===== config.mk =====
export PLATFORM = sky130hd
export DESIGN_NAME = csv_integer_grid_parser_flat
export DESIGN_NICKNAME = d
export VERILOG_FILES = /design/src/hdl/csvp_pkg.sv /design/src/hdl/csvp_if.sv /design/src/hdl/csvp_parser.sv /design/src/hdl/csvp_out_fifo.sv /design/src/hdl/csv_integer_grid_parser.sv /design/src/flat_wrapper.sv
export SDC_FILE = /design/constraint.sdc
export NUM_CORES = 1
export LEC_CHECK = 0
export BUFFER_PORTS_ARGS = -buffer_cell sky130_fd_sc_hd__buf_2
export CAP_MARGIN = 20
export CORE_ASPECT_RATIO = 0.9
export CORE_MARGIN = 2
export CORE_UTILIZATION = 40
export CTS_CLUSTER_DIAMETER = 120
export CTS_CLUSTER_SIZE = 10
export DETAILED_ROUTE_END_ITERATION = 12
export SLEW_MARGIN = 5
export SYNTH_ARGS = -nofsm -noshare
export SYNTH_HDL_FRONTEND = slang
export SYNTH_SLANG_ARGS = --single-unit

===== constraint.sdc =====
create_clock -name clk -period 7.2 [get_ports clk]
set_input_delay 1.08 -clock clk [delete_from_list [all_inputs] [get_ports clk]]
set_output_delay 1.08 -clock clk [all_outputs]
set_load 0.01 [all_outputs]

===== src/hdl/csvp_pkg.sv =====
package csvp_pkg;

    typedef enum logic [1:0] {
        PH_START  = 2'd0,
        PH_SPACE  = 2'd1,
        PH_NUMBER = 2'd2,
        PH_SKIP   = 2'd3
    } phase_t;

    localparam logic KIND_CELL    = 1'b0;
    localparam logic KIND_SUMMARY = 1'b1;

    localparam logic [7:0] CH_NUL     = 8'h00;
    localparam logic [7:0] CH_TAB     = 8'h09;
    localparam logic [7:0] CH_NEWLINE = 8'h0A;
    localparam logic [7:0] CH_VT      = 8'h0B;
    localparam logic [7:0] CH_FF      = 8'h0C;
    localparam logic [7:0] CH_CR      = 8'h0D;
    localparam logic [7:0] CH_SPACE   = 8'h20;
    localparam logic [7:0] CH_PLUS    = 8'h2B;
    localparam logic [7:0] CH_COMMA   = 8'h2C;
    localparam logic [7:0] CH_MINUS   = 8'h2D;
    localparam logic [7:0] CH_ZERO    = 8'h30;
    localparam logic [7:0] CH_NINE    = 8'h39;

    localparam logic [31:0] MAG_LIMIT = 32'h8000_0000;
    localparam logic [31:0] POS_MAX   = 32'h7FFF_FFFF;

    localparam int FIFO_DEPTH = 4;
    localparam int FIFO_PTR_W = 2;
    localparam int FIFO_CNT_W = 3;

    typedef struct packed {
        logic               item_kind;
        logic [5:0]         cell_row;
        logic [5:0]         cell_column;
        logic signed [31:0] cell_value;
        logic [6:0]         rows_found;
        logic [12:0]        cols_found;
        logic               parse_error;
        logic               end_of_run;
    } result_t;

    typedef struct packed {
        logic [1:0] count;
        result_t    item0;
        result_t    item1;
    } push_t;

endpackage


===== src/hdl/csvp_if.sv =====
interface csvp_in_if;
    logic       valid;
    logic       ready;
    logic [7:0] text_byte;
    logic       final_byte;

    modport source (output valid, output text_byte, output final_byte, input ready);
    modport sink (input valid, input text_byte, input final_byte, output ready);
endinterface

interface csvp_out_if;
    logic               valid;
    logic               ready;
    logic               item_kind;
    logic [5:0]         cell_row;
    logic [5:0]         cell_column;
    logic signed [31:0] cell_value;
    logic [6:0]         rows_found;
    logic [12:0]        cols_found;
    logic               parse_error;
    logic               end_of_run;

    modport source (output valid, output item_kind, output cell_row, output cell_column,
                    output cell_value, output rows_found, output cols_found,
                    output parse_error, output end_of_run, input ready);
    modport sink (input valid, input item_kind, input cell_row, input cell_column,
                  input cell_value, input rows_found, input cols_found,
                  input parse_error, input end_of_run, output ready);
endinterface


===== src/hdl/csvp_parser.sv =====
module csvp_parser #(
    parameter int MAX_ROWS = 64,
    parameter int MAX_COLS = 64
) (
    input  logic              clk,
    input  logic              rst_n,
    csvp_in_if.sink           text,
    input  logic              room,
    output csvp_pkg::push_t   push
);

    localparam int ROW_W = $clog2(MAX_ROWS + 1);
    localparam int COL_W = (MAX_COLS > 1) ? $clog2(MAX_COLS) : 1;

    csvp_pkg::phase_t phase_reg, phase_next;
    logic [31:0]      acc_reg, acc_next;
    logic             neg_reg, neg_next;
    logic             seen_reg, seen_next;
    logic [ROW_W-1:0] row_reg, row_next;
    logic [COL_W-1:0] col_reg, col_next;
    logic [ROW_W-1:0] rcnt_reg, rcnt_next;
    logic [12:0]      ccnt_reg, ccnt_next;
    logic             wfix_reg, wfix_next;
    logic             rcounted_reg, rcounted_next;
    logic             halt_reg, halt_next;
    logic             err_reg, err_next;

    logic        accept;
    logic        is_space, is_sign, is_digit, is_sep;
    logic [35:0] acc_sum;
    logic [31:0] acc_sat;
    logic [31:0] cell_mag;
    logic [31:0] cell_val;
    logic        stop;
    logic [1:0]  nres;
    csvp_pkg::result_t cell_item, sum_item, item0, item1;

    assign accept = text.valid && text.ready;
    assign text.ready = room;

    assign is_space = (text.text_byte == csvp_pkg::CH_SPACE) || (text.text_byte == csvp_pkg::CH_TAB)
                   || (text.text_byte == csvp_pkg::CH_CR) || (text.text_byte == csvp_pkg::CH_VT)
                   || (text.text_byte == csvp_pkg::CH_FF);
    assign is_sign  = (text.text_byte == csvp_pkg::CH_PLUS) || (text.text_byte == csvp_pkg::CH_MINUS);
    assign is_digit = (text.text_byte >= csvp_pkg::CH_ZERO) && (text.text_byte <= csvp_pkg::CH_NINE);
    assign is_sep   = (text.text_byte == csvp_pkg::CH_COMMA)
                   || (text.text_byte == csvp_pkg::CH_NEWLINE)
                   || (text.text_byte == csvp_pkg::CH_NUL);

    assign acc_sum = ({4'b0, acc_reg} << 3) + ({4'b0, acc_reg} << 1)
                   + {32'b0, 4'(text.text_byte - csvp_pkg::CH_ZERO)};
    assign acc_sat = (acc_sum > {4'b0, csvp_pkg::MAG_LIMIT}) ? csvp_pkg::MAG_LIMIT
                                                              : acc_sum[31:0];

    // A cell leaves either on a non-digit that closes the number or on a final digit,
    // so the magnitude is the stored one or the one that the digit just extended.
    always_comb
    begin
        cell_mag = is_digit ? acc_sat : acc_reg;
        if (neg_reg)
        begin
            cell_val = 32'd0 - cell_mag;
        end
        else if (cell_mag > csvp_pkg::POS_MAX)
        begin
            cell_val = csvp_pkg::POS_MAX;
        end
        else
        begin
            cell_val = cell_mag;
        end
        cell_item             = '0;
        cell_item.item_kind   = csvp_pkg::KIND_CELL;
        cell_item.cell_row    = 6'(row_reg);
        cell_item.cell_column = 6'(col_reg);
        cell_item.cell_value  = cell_val;
    end

    always_comb
    begin
        phase_next    = phase_reg;
        acc_next      = acc_reg;
        neg_next      = neg_reg;
        seen_next     = seen_reg;
        row_next      = row_reg;
        col_next      = col_reg;
        rcnt_next     = rcnt_reg;
        ccnt_next     = ccnt_reg;
        wfix_next     = wfix_reg;
        rcounted_next = rcounted_reg;
        halt_next     = halt_reg;
        err_next      = err_reg;
        stop          = 1'b0;
        nres          = 2'd0;
        item0         = '0;
        item1         = '0;
        sum_item      = '0;

        if (!halt_reg)
        begin
            if (phase_reg == csvp_pkg::PH_START)
            begin
                if (row_reg >= ROW_W'(MAX_ROWS))
                begin
                    stop = 1'b1;
                end
                else
                begin
                    if (!wfix_reg)
                    begin
                        ccnt_next = ccnt_reg + 13'd1;
                    end
                    if (!rcounted_reg)
                    begin
                        rcnt_next     = rcnt_reg + ROW_W'(1);
                        rcounted_next = 1'b1;
                    end
                    phase_next = csvp_pkg::PH_SPACE;
                end
            end

            if (!stop && phase_next == csvp_pkg::PH_SPACE)
            begin
                if (is_space)
                begin
                    stop = 1'b1;
                end
                else if (is_sign)
                begin
                    neg_next   = (text.text_byte == csvp_pkg::CH_MINUS);
                    phase_next = csvp_pkg::PH_NUMBER;
                    stop       = 1'b1;
                end
                else if (is_digit)
                begin
                    phase_next = csvp_pkg::PH_NUMBER;
                end
                else
                begin
                    err_next  = 1'b1;
                    halt_next = 1'b1;
                    stop      = 1'b1;
                end
            end

            if (!stop && phase_next == csvp_pkg::PH_NUMBER)
            begin
                if (is_digit)
                begin
                    acc_next  = acc_sat;
                    seen_next = 1'b1;
                    stop      = 1'b1;
                end
                else if (!seen_reg)
                begin
                    err_next  = 1'b1;
                    halt_next = 1'b1;
                    stop      = 1'b1;
                end
                else
                begin
                    item0      = cell_item;
                    nres       = 2'd1;
                    phase_next = csvp_pkg::PH_SKIP;
                end
            end

            if (!stop && is_sep)
            begin
                if (text.text_byte == csvp_pkg::CH_NEWLINE)
                begin
                    col_next      = '0;
                    row_next      = row_reg + ROW_W'(1);
                    wfix_next     = 1'b1;
                    rcounted_next = 1'b0;
                end
                else if (col_reg == COL_W'(MAX_COLS - 1))
                begin
                    col_next = '0;
                    row_next = row_reg + ROW_W'(1);
                end
                else
                begin
                    col_next = col_reg + COL_W'(1);
                end
                phase_next = csvp_pkg::PH_START;
                acc_next   = '0;
                neg_next   = 1'b0;
                seen_next  = 1'b0;
            end
        end

        if (text.final_byte)
        begin
            if (!halt_next)
            begin
                if (phase_next == csvp_pkg::PH_NUMBER && seen_next)
                begin
                    item0 = cell_item;
                    nres  = 2'd1;
                end
                else if (phase_next == csvp_pkg::PH_SPACE || phase_next == csvp_pkg::PH_NUMBER)
                begin
                    err_next = 1'b1;
                end
            end
            sum_item.item_kind   = csvp_pkg::KIND_SUMMARY;
            sum_item.rows_found  = 7'(rcnt_next);
            sum_item.cols_found  = ccnt_next;
            sum_item.parse_error = err_next;
            sum_item.end_of_run  = 1'b1;
            if (nres == 2'd1)
            begin
                item1 = sum_item;
                nres  = 2'd2;
            end
            else
            begin
                item0 = sum_item;
                nres  = 2'd1;
            end
            phase_next    = csvp_pkg::PH_START;
            acc_next      = '0;
            neg_next      = 1'b0;
            seen_next     = 1'b0;
            row_next      = '0;
            col_next      = '0;
            rcnt_next     = '0;
            ccnt_next     = '0;
            wfix_next     = 1'b0;
            rcounted_next = 1'b0;
            halt_next     = 1'b0;
            err_next      = 1'b0;
        end
        else if (nres == 2'd1)
        begin
            item0.end_of_run = 1'b1;
        end
    end

    // The cell item for the final byte uses the row and column before the byte moved them,
    // which is also what the non-final path needs, since a separator follows the emit.
    always_comb
    begin
        push.count = accept ? nres : 2'd0;
        push.item0 = item0;
        push.item1 = item1;
    end

    always_ff @(posedge clk or negedge rst_n)
    begin
        if (!rst_n)
        begin
            phase_reg    <= csvp_pkg::PH_START;
            acc_reg      <= '0;
            neg_reg      <= 1'b0;
            seen_reg     <= 1'b0;
            row_reg      <= '0;
            col_reg      <= '0;
            rcnt_reg     <= '0;
            ccnt_reg     <= '0;
            wfix_reg     <= 1'b0;
            rcounted_reg <= 1'b0;
            halt_reg     <= 1'b0;
            err_reg      <= 1'b0;
        end
        else if (accept)
        begin
            phase_reg    <= phase_next;
            acc_reg      <= acc_next;
            neg_reg      <= neg_next;
            seen_reg     <= seen_next;
            row_reg      <= row_next;
            col_reg      <= col_next;
            rcnt_reg     <= rcnt_next;
            ccnt_reg     <= ccnt_next;
            wfix_reg     <= wfix_next;
            rcounted_reg <= rcounted_next;
            halt_reg     <= halt_next;
            err_reg      <= err_next;
        end
    end

endmodule


===== src/hdl/csvp_out_fifo.sv =====
module csvp_out_fifo (
    input  logic            clk,
    input  logic            rst_n,
    input  csvp_pkg::push_t push,
    output logic            room,
    csvp_out_if.source      result
);

    csvp_pkg::result_t mem_reg [csvp_pkg::FIFO_DEPTH];

    logic [csvp_pkg::FIFO_PTR_W-1:0] head_reg, head_next;
    logic [csvp_pkg::FIFO_CNT_W-1:0] count_reg, count_next;
    logic [csvp_pkg::FIFO_PTR_W-1:0] tail0, tail1;
    logic                            pop;
    csvp_pkg::result_t               head_item;

    assign room  = (count_reg <= csvp_pkg::FIFO_CNT_W'(csvp_pkg::FIFO_DEPTH - 2));
    assign pop   = result.valid && result.ready;
    assign tail0 = head_reg + count_reg[csvp_pkg::FIFO_PTR_W-1:0];
    assign tail1 = tail0 + csvp_pkg::FIFO_PTR_W'(1);

    always_comb
    begin
        head_next  = pop ? head_reg + csvp_pkg::FIFO_PTR_W'(1) : head_reg;
        count_next = count_reg + csvp_pkg::FIFO_CNT_W'(push.count)
                   - csvp_pkg::FIFO_CNT_W'(pop);
    end

    always_ff @(posedge clk or negedge rst_n)
    begin
        if (!rst_n)
        begin
            head_reg  <= '0;
            count_reg <= '0;
        end
        else
        begin
            head_reg  <= head_next;
            count_reg <= count_next;
        end
    end

    always_ff @(posedge clk)
    begin
        if (push.count != 2'd0)
        begin
            mem_reg[tail0] <= push.item0;
        end
        if (push.count == 2'd2)
        begin
            mem_reg[tail1] <= push.item1;
        end
    end

    assign head_item          = mem_reg[head_reg];
    assign result.valid       = (count_reg != '0);
    assign result.item_kind   = head_item.item_kind;
    assign result.cell_row    = head_item.cell_row;
    assign result.cell_column = head_item.cell_column;
    assign result.cell_value  = head_item.cell_value;
    assign result.rows_found  = head_item.rows_found;
    assign result.cols_found  = head_item.cols_found;
    assign result.parse_error = head_item.parse_error;
    assign result.end_of_run  = head_item.end_of_run;

endmodule


===== src/hdl/csv_integer_grid_parser.sv =====
// Channel  Role    Carries
// text     sink    text_byte, final_byte
// result   source  item_kind, cell_row, cell_column, cell_value, rows_found,
//                  cols_found, parse_error, end_of_run
//
// One text byte is accepted per cycle while text.ready is high; its cell and summary
// requests appear on the result channel from the next cycle on, one per ready cycle.
// The rate is set by the four-entry result queue: text.ready drops while the queue
// holds more than two requests, since a final byte can add two at once.
// Reset clears the parse state and empties the queue; no clearing pass is needed.
module csv_integer_grid_parser #(
    parameter int MAX_ROWS = 64,
    parameter int MAX_COLS = 64
) (
    input  logic       clk,
    input  logic       rst_n,
    csvp_in_if.sink    text,
    csvp_out_if.source result
);

    csvp_pkg::push_t push;
    logic            room;

    csvp_parser #(
        .MAX_ROWS (MAX_ROWS),
        .MAX_COLS (MAX_COLS)
    ) u_parser (
        .clk   (clk),
        .rst_n (rst_n),
        .text  (text),
        .room  (room),
        .push  (push)
    );

    csvp_out_fifo u_out_fifo (
        .clk    (clk),
        .rst_n  (rst_n),
        .push   (push),
        .room   (room),
        .result (result)
    );

endmodule


===== src/flat_wrapper.sv =====
// flat-port wrapper written by rule: the top's interface ports become plain ports
module csv_integer_grid_parser_flat 
#(
    parameter int MAX_ROWS = 64,
    parameter int MAX_COLS = 64
)
  (clk, rst_n, text_valid, text_text_byte, text_final_byte, text_ready, result_valid, result_item_kind, result_cell_row, result_cell_column, result_cell_value, result_rows_found, result_cols_found, result_parse_error, result_end_of_run, result_ready);
  csvp_in_if text_i ();
  csvp_out_if result_i ();
  input  logic clk;
  input  logic rst_n;
  input wire logic [$bits(text_i.valid)-1:0] text_valid;
  input wire logic [$bits(text_i.text_byte)-1:0] text_text_byte;
  input wire logic [$bits(text_i.final_byte)-1:0] text_final_byte;
  output wire logic [$bits(text_i.ready)-1:0] text_ready;
  output wire logic [$bits(result_i.valid)-1:0] result_valid;
  output wire logic [$bits(result_i.item_kind)-1:0] result_item_kind;
  output wire logic [$bits(result_i.cell_row)-1:0] result_cell_row;
  output wire logic [$bits(result_i.cell_column)-1:0] result_cell_column;
  output wire logic [$bits(result_i.cell_value)-1:0] result_cell_value;
  output wire logic [$bits(result_i.rows_found)-1:0] result_rows_found;
  output wire logic [$bits(result_i.cols_found)-1:0] result_cols_found;
  output wire logic [$bits(result_i.parse_error)-1:0] result_parse_error;
  output wire logic [$bits(result_i.end_of_run)-1:0] result_end_of_run;
  input wire logic [$bits(result_i.ready)-1:0] result_ready;
  assign text_i.valid = text_valid;
  assign text_i.text_byte = text_text_byte;
  assign text_i.final_byte = text_final_byte;
  assign text_ready = text_i.ready;
  assign result_valid = result_i.valid;
  assign result_item_kind = result_i.item_kind;
  assign result_cell_row = result_i.cell_row;
  assign result_cell_column = result_i.cell_column;
  assign result_cell_value = result_i.cell_value;
  assign result_rows_found = result_i.rows_found;
  assign result_cols_found = result_i.cols_found;
  assign result_parse_error = result_i.parse_error;
  assign result_end_of_run = result_i.end_of_run;
  assign result_i.ready = result_ready;
  csv_integer_grid_parser #(.MAX_ROWS(MAX_ROWS), .MAX_COLS(MAX_COLS)) u_core (.clk(clk), .rst_n(rst_n), .text(text_i), .result(result_i));
endmodule

==> key figures, run 1 <==
STA
  – Final Worst Setup Slack: 777.6 ps
  – Endpoints failing hold: 0
  – Fmax: 0.1557 GHz
  – RSZ-0062 raised after global routing: no
  – Tcrit/Tclk final: 89.20%
  – Setup TNS: 0 ps
  – Max-slew violations: 0
  – Rel. slew slack: 27.11%
  – Final setup fails: 0
  – Skew final: 28.37 ps
  – Final min period: 6422 ps
  – Slew @ Worst Pin: 1090 ps

Cells and area
  – Commonest non-fill, non-tap cell in the layout: nor2_1
  – Final nets: 2115
  – Max reg flops: 268
  – Multi-input combinational cell area: 10190 µm²
  – Filler Cell Count: 4407
  – Commonest cells after routing, fill and taps aside: nor2_1 (295), nand2_1 (230), dfxtp_1 (176), o21ai_0 (124), a21oi_1 (120)
  – Area delta synth->final: 11.30%
  – FF+latch area: 8245 µm²
  – Ratio of cells with drive above 1 in the final layout: 14.27%

Route
  – DR vias/cell: 5.948
  – Iter 0 DRT Violations: 1497
  – Remaining antenna violation count: 0
  – DRC: 0
  – Drt pass-1 iters: 6
  – DR WL/cell: 21.19 µm
  – DR vias: 15860
  – Post-Route WL: 56.48 mm

Global route
  – Grt total ovfl: 0
  – Initial antenna violation count: 5
  – Vias in the first global route: 15480
  – First-pass GRT wire length: 88.35 mm
  – GR Util All Layers: 22.84%
  – Largest net degree at the start of global routing: 63

Floorplan
  – Die area: 49390 µm²
  – Starting Density: 40.68%
  – Core area: 46830 µm²
  – Height of the die: 211.0 µm
  – IO Pins: 82
  – # rows: 75
  – Die W: 234.0 µm

CTS
  – CTS resizes: 0
  – Worst skew pair latency: 540 ps
  – Clock tree buffer depth: 3
  – Sink Count: 346
  – TritonCTS clock tree: done
  – Number of CTS-inserted buffers: 40
  – CTS Root Buffer Type: clkbuf_16
  – CTS Hold Bufs: 0
  – Setup Buffers After CTS: 0
  – Clock slew seen by the registers of the worst setup and hold paths: 60 ps
  – H-tree levels: 2

Place
  – Pre-CTS WS: 339.1 ps
  – Post-detail-place hpwl: 38.81 mm
  – Final GP Congestion: 0.9107
  – Port bufs: 81

Power and ir drop
  – Reg power frac: 43.5%
  – Leakage: 8.603 nW
  – Cell-internal power: 3.593 mW
  – Switching fraction of total power: 31.63%
  – Clock power frac: 35.0%
  – Max IR drop VDD: 0.2257 mV
  – Gate power share: 21.6%
  – PD cells: 247.9 nW/µm²
  – Final Total Pwr: 5.255 mW
  – Net Sw Power: 1.662 mW

Synth
  – Adder-Cell Fraction of Synth Area: 5.241%
  – Mapped Area: 19050 µm²
  – Xor and xnor fraction of the mapped netlist area: 3.304%
  – Mux contribution to synthesized area: 8.552%
  – Flop and latch count out of synthesis: 346
  – Synthesized netlist cell count: 1978
  – Post-synth EDFFs: 92
  – Syn Nets: 2069
  – Synthesis Warnings: 0
  – Simple-gate area share of the yosys netlist: 16.88%
  – Syn_area_per_cell: 9.631 µm²
  – Largest family of logic cells by synthesized area: compound AO/OA/AOI/OAI gates
  – Area fraction in compound gates after synthesis: 19.41%
  – Top_reg_cell synth: dfxtp_1
  – Synth unique cells: 107
  – Seq/Total Area, Yosys: 43.24%
  – Synth async-reset ratio: 22.54%

Critical path
  – Crit Path Max Fanout: 8
  – CP required: 7610 ps
  – Setup crit start kind: input port
  – Crit. End Element: flop
  – Critical path arrival: 6830 ps
  – CP Class: input port to flop

Worst hold path
  – Worst Hold Class: input port to async pin

Status
  – Run status: finished, final reports clean

Job
  – Max_cap viols: 0
## metrics by stage
stage          cell area, µm²  hold WS, ps  utilization [%]  cells
5_1_grt                 21200        400.8            45.28   2666
6_report                21200        403.4            45.28   2666
4_1_cts                 21190        390.7            45.26   2662
2_1_floorplan           19050        419.8                -   1978
3_3_place_gp            20060        429.7            42.83   2598
3_5_place_dp            20060        440.3            42.83   2598
## worst paths after layout
| check | startpoint | end | slack, ps | depth (start not counted) |
|---|---|---|---|---|
| min | rst_n | u_core.u_parser.ccnt_reg[11] | 400 | 1 |
| min in group clk | u_core.u_out_fifo.mem_reg[0][50] | u_core.u_out_fifo.mem_reg[0][50] | 450 | 2 |
| min reg2reg | u_core.u_out_fifo.mem_reg[0][50] | u_core.u_out_fifo.mem_reg[0][50] | 450 | 2 |
| max | text_text_byte[3] | u_core.u_out_fifo.mem_reg[1][50] | 780 | 23 |
| max in group asynchronous | rst_n | u_core.u_out_fifo.head_reg[1] | 5550 | 2 |
| max reg2reg | u_core.u_parser.acc_reg[2] | u_core.u_out_fifo.mem_reg[1][50] | 1090 | 22 |
## power groups by stage
stage	clock network, mW	registers, mW	logic (mW)
after floorplan	0	2.19	0.900
after global placement	0	2.33	1.13
after detailed placement	0	2.33	1.14
after CTS	1.88	2.29	1.14
after global routing	1.96	2.31	1.23
final	1.84	2.28	1.13
## critical path, cell delays in order
cell and delay, ps:
buf_2 150, inv_1 100, fa_1 530, fa_1 470, and2b_1 280, o2111ai_1 170, a211oi_2 350, o2111ai_1 290
o211ai_2 290, xor2_2 340, nor2b_1 170, o2111ai_4 210, o21ai_4 130, a22o_2 270, inv_1 80, ha_1 220
o21ai_0 170, nor2_1 150, o21ai_2 150, or3_1 490, o31a_1 360, o31ai_4 240, o21ai_1 110
## synth_stat cells, types with 21 or more instances
cell type	n	area, µm²
nand2_1	230	863.3
a21oi_1	122	610.6
a22o_1	40	350.3
xnor2_1	37	324.1
mux4_2	67	1509
o21ai_0	124	620.6
clkbuf_1	85	319.1
inv_1	38	142.6
o21ai_1	42	210.2
ha_1	75	938.4
dfxtp_1	176	3523
dfrtp_1	78	1952
nor2_1	297	1115
nor3_1	33	165.2
edfxtp_1	92	2763
a32o_1	33	330.3
a22oi_1	21	157.7
xor2_1	33	289.0
nand3_1	33	165.2
## layout make-up
cell class / instances / area share, %
antenna: 4 / 0.04721
sequential: 346 / 38.89
tap: 616 / 3.635
multi-input combinational: 1476 / 48.04
inverter: 39 / 0.6905
clock buffer: 61 / 5.093
timing repair buffer: 121 / 3.340
clock inverter: 3 / 0.2597
## metal layers
metal	vias to the layer above	global-route usage [%]	wire length, µm
met5	-	0	0
met4	0	6.264	1188
met3	94	4.617	4250
met2	600	35.01	25290
met1	7812	32.73	25760
li1	7352	-	-
## cells by family after synthesis
logic type | count (synthesis)
muxes | 79
buffers and inverters | 156
adders and majority gates | 78
and+or+nand+nor | 717
AOI/OAI and AO/OA | 531
DFF | 346
xor gates and xnor gates | 71
Power figures use the tool's default switching activity.
==> run 2, diff against run 1 <==
--- a/config.mk
+++ b/config.mk
@@ -8,4 +8,6 @@
 export BUFFER_PORTS_ARGS = -buffer_cell sky130_fd_sc_hd__buf_2
 export CAP_MARGIN = 20
+export CELL_PAD_IN_SITES_DETAIL_PLACEMENT = 1
+export CELL_PAD_IN_SITES_GLOBAL_PLACEMENT = 2
 export CORE_ASPECT_RATIO = 0.9
 export CORE_MARGIN = 2
@@ -14,4 +16,5 @@
 export CTS_CLUSTER_SIZE = 10
 export DETAILED_ROUTE_END_ITERATION = 12
+export PLACE_DENSITY_LB_ADDON = 0.1
 export SLEW_MARGIN = 5
 export SYNTH_ARGS = -nofsm -noshare
==> constraint.sdc (replaced) <==
create_clock -name clk -period 7.2 [get_ports clk]
set_input_delay 0 -clock clk [delete_from_list [all_inputs] [get_ports clk]]
set_output_delay 0 -clock clk [all_outputs]
set_load 0.01 [all_outputs]
==> run 2 against run 1 <==
- sequential power about the same
- die area stayed put
- sequential share of layout area is 0.18 points lower
==> key figures, run 2 (same netlist as run 1, synthesis figures left out) <==
STA
  – Tcrit/Tclk final: 86.67% (-2.5 points)
  – Fmax: 0.1603 GHz (+2.9%)
  – Final setup fails: 0 (unchanged)
  – Slew @ Worst Pin: 1114 ps (+23.34 ps)
  – RSZ-0062 raised after global routing: no
  – Endpoints failing hold: 0 (unchanged)
  – Skew final: 21.12 ps (-7.247 ps)
  – Setup TNS: 0 ps (unchanged)
  – Max-slew violations: 0 (unchanged)
  – Rel. slew slack: 25.19% (-1.9 points)
  – Final min period: 6240 ps (-182.4 ps)
  – Final Worst Setup Slack: 960.0 ps (+182.4 ps)

Job
  – Max_cap viols: 0 (unchanged)

CTS
  – Worst skew pair latency: 540 ps (about the same)
  – H-tree levels: 2 (unchanged)
  – Sink Count: 346 (unchanged)
  – Setup Buffers After CTS: 0 (unchanged)
  – Number of CTS-inserted buffers: 40 (unchanged)
  – TritonCTS clock tree: done
  – CTS Root Buffer Type: clkbuf_16
  – Clock slew seen by the registers of the worst setup and hold paths: 60 ps (about the same)
  – Clock tree buffer depth: 3 (unchanged)

Floorplan
  – Height of the die: 211.0 µm (unchanged)
  – Core area: 46830 µm² (unchanged)
  – IO Pins: 82 (unchanged)
  – Starting Density: 40.68% (unchanged)
  – Die area: 49390 µm² (unchanged)
  – # rows: 75 (unchanged)
  – Die W: 234.0 µm (unchanged)

Critical path
  – Critical path arrival: 6640 ps (-190 ps)
  – CP required: 7600 ps (about the same)
  – Reg2Reg Setup Slack: 960 ps (-130 ps)
  – Setup crit start kind: flop
  – CP Class: flop to flop
  – Crit. End Element: flop
  – Crit Path Max Fanout: 8 (unchanged)

Route
  – DR WL/cell: 23.50 µm (+11%)
  – DRC: 0 (unchanged)
  – Iter 0 DRT Violations: 989 (-34%)
  – Drt pass-1 iters: 5 (-1)
  – DR vias/cell: 5.939 (-0.16%)
  – DR vias: 15860 (-0.013%)
  – Post-Route WL: 62.74 mm (+11%)
  – Remaining antenna violation count: 0 (unchanged)

Global route
  – GR Util All Layers: 25.79% (+3.0 points)
  – Vias in the first global route: 16450 (+6.3%)
  – Largest net degree at the start of global routing: 48 (-24%)
  – Grt total ovfl: 0 (unchanged)
  – Initial antenna violation count: 3 (-2)
  – First-pass GRT wire length: 98.30 mm (+11%)

Cells and area
  – Commonest cells after routing, fill and taps aside: nor2_1 (292), nand2_1 (230), dfxtp_1 (176), o21ai_0 (124), a21oi_1 (120)
  – Commonest non-fill, non-tap cell in the layout: nor2_1
  – Final nets: 2118 (+0.14%)
  – Max reg flops: 268 (unchanged)
  – Area delta synth->final: 11.82%
  – Diodes inserted: 0 (-4)
  – Ratio of cells with drive above 1 in the final layout: 14.31% (+0.042 points)
  – Filler Cell Count: 5272 (+20%)

Place
  – Post-detail-place hpwl: 44.34 mm (+14%)
  – Pre-CTS WS: 1065 ps (+726.0 ps)
  – Final GP Congestion: 0.8743 (-4.0%)
  – Port bufs: 81 (unchanged)

Worst hold path
  – Worst Hold Class: input port to async pin

Power and ir drop
  – Max IR drop VDD: 0.1783 mV (-21%)
  – Leakage: 8.636 nW (+0.38%)
  – Net Sw Power: 1.722 mW (+3.6%)
  – Gate power share: 21.8% (+0.2 points)
  – PD cells: 251.4 nW/µm² (+1.4%)
  – Reg power frac: 42.8% (-0.7 points)
  – Cell-internal power: 3.633 mW (+1.1%)
  – Final Total Pwr: 5.354 mW (+1.9%)
  – Clock power frac: 35.3% (+0.3 points)
  – Switching fraction of total power: 32.15% (+0.53 points)

Status
  – Run status: finished, final reports clean
## run 2: cell count changes in the layout (fill, tap and decap cells not counted)
cell / delta
nor2_1: -3
buf_4: -3
diode_2: -4
o21ai_4: +1
nor2_2: +3
dlygate4sd3_1: +5
inv_6: -1
clkbuf_1: +4
o21ai_2: -1
buf_8: +1
bufinv_16: -1
clkbuf_16: +3
## run 2: routing by layer
layer	share of wire, %	track usage (%)	vias to the layer above
met5	0	0	-
met4	1.8	5.216	0
met3	4.7	3.105	75
met2	45	40.35	390
met1	49	38.32	8038
li1	-	-	7353
## run 2: worst paths after layout
| check | start | to | cells after the start |
|---|---|---|---|
| min | rst_n | u_core.u_parser.col_reg[1] | 2 |
| min reg2reg | u_core.u_out_fifo.mem_reg[2][35] | u_core.u_out_fifo.mem_reg[2][35] | 2 |
| max reg2reg | u_core.u_parser.acc_reg[0] | u_core.u_out_fifo.mem_reg[0][50] | 22 |
| max in group asynchronous | rst_n | u_core.u_out_fifo.head_reg[0] | 3 |
| min in group clk | text_valid | u_core.u_parser.halt_reg | 4 |
| max | u_core.u_parser.acc_reg[0] | u_core.u_out_fifo.mem_reg[0][50] | 22 |
## run 2: final cells by class
type / instances / area, µm² / share of cell area, %
Sequential cell: 346 / 8245 / 38.71
Tap cell: 616 / 770.7 / 3.618
Timing Repair Buffer: 124 / 750.7 / 3.524
Clock buffer: 68 / 1170 / 5.492
Multi-Input combinational cell: 1476 / 10200 / 47.89
Clock inverter: 1 / 16.27 / 0.07636
Inverter: 39 / 146.4 / 0.6873
## run 2: worst max-delay path: stages (launching register included)
cell	delay, ps
dfrtp_1	420
inv_1	110
fa_1	530
fa_1	480
and2b_1	270
o2111ai_1	180
a211oi_2	400
o2111ai_1	310
o211ai_2	280
xor2_2	350
nor2b_1	170
o2111ai_4	210
o21ai_4	150
a22o_2	270
inv_1	80
ha_1	210
o21ai_0	140
nor2_1	190
o21ai_2	160
or3_1	470
o31a_1	360
o31ai_4	240
o21ai_1	120
## run 2: power groups by stage
stage,combinational [mW],clock [mW],sequential (mW)
6_report,1.17,1.89,2.29
4_1_cts,1.18,1.94,2.30
3_5_place_dp,1.18,0,2.34
3_3_place_gp,1.16,0,2.34
5_1_grt,1.28,2.02,2.32
2_1_floorplan,0.900,0,2.19
## run 2: per-stage QoR
step	cell area, µm²	cells	hold slack, ps	utilization (%)
after global routing	21300	2670	40.66	45.49
after CTS	21290	2669	25.27	45.46
final	21300	2670	27.29	45.49
after floorplan	19050	1978	-295.6	-
after detailed placement	20050	2595	50.70	42.82
after global placement	20050	2595	42.34	42.82
## run 2: timing repair
action                     4_1_cts  5_1_grt
hold endpoints to repair        50        0
hold buffers                     5        0
gates resized for setup          0        0
setup endpoints to repair        0        0
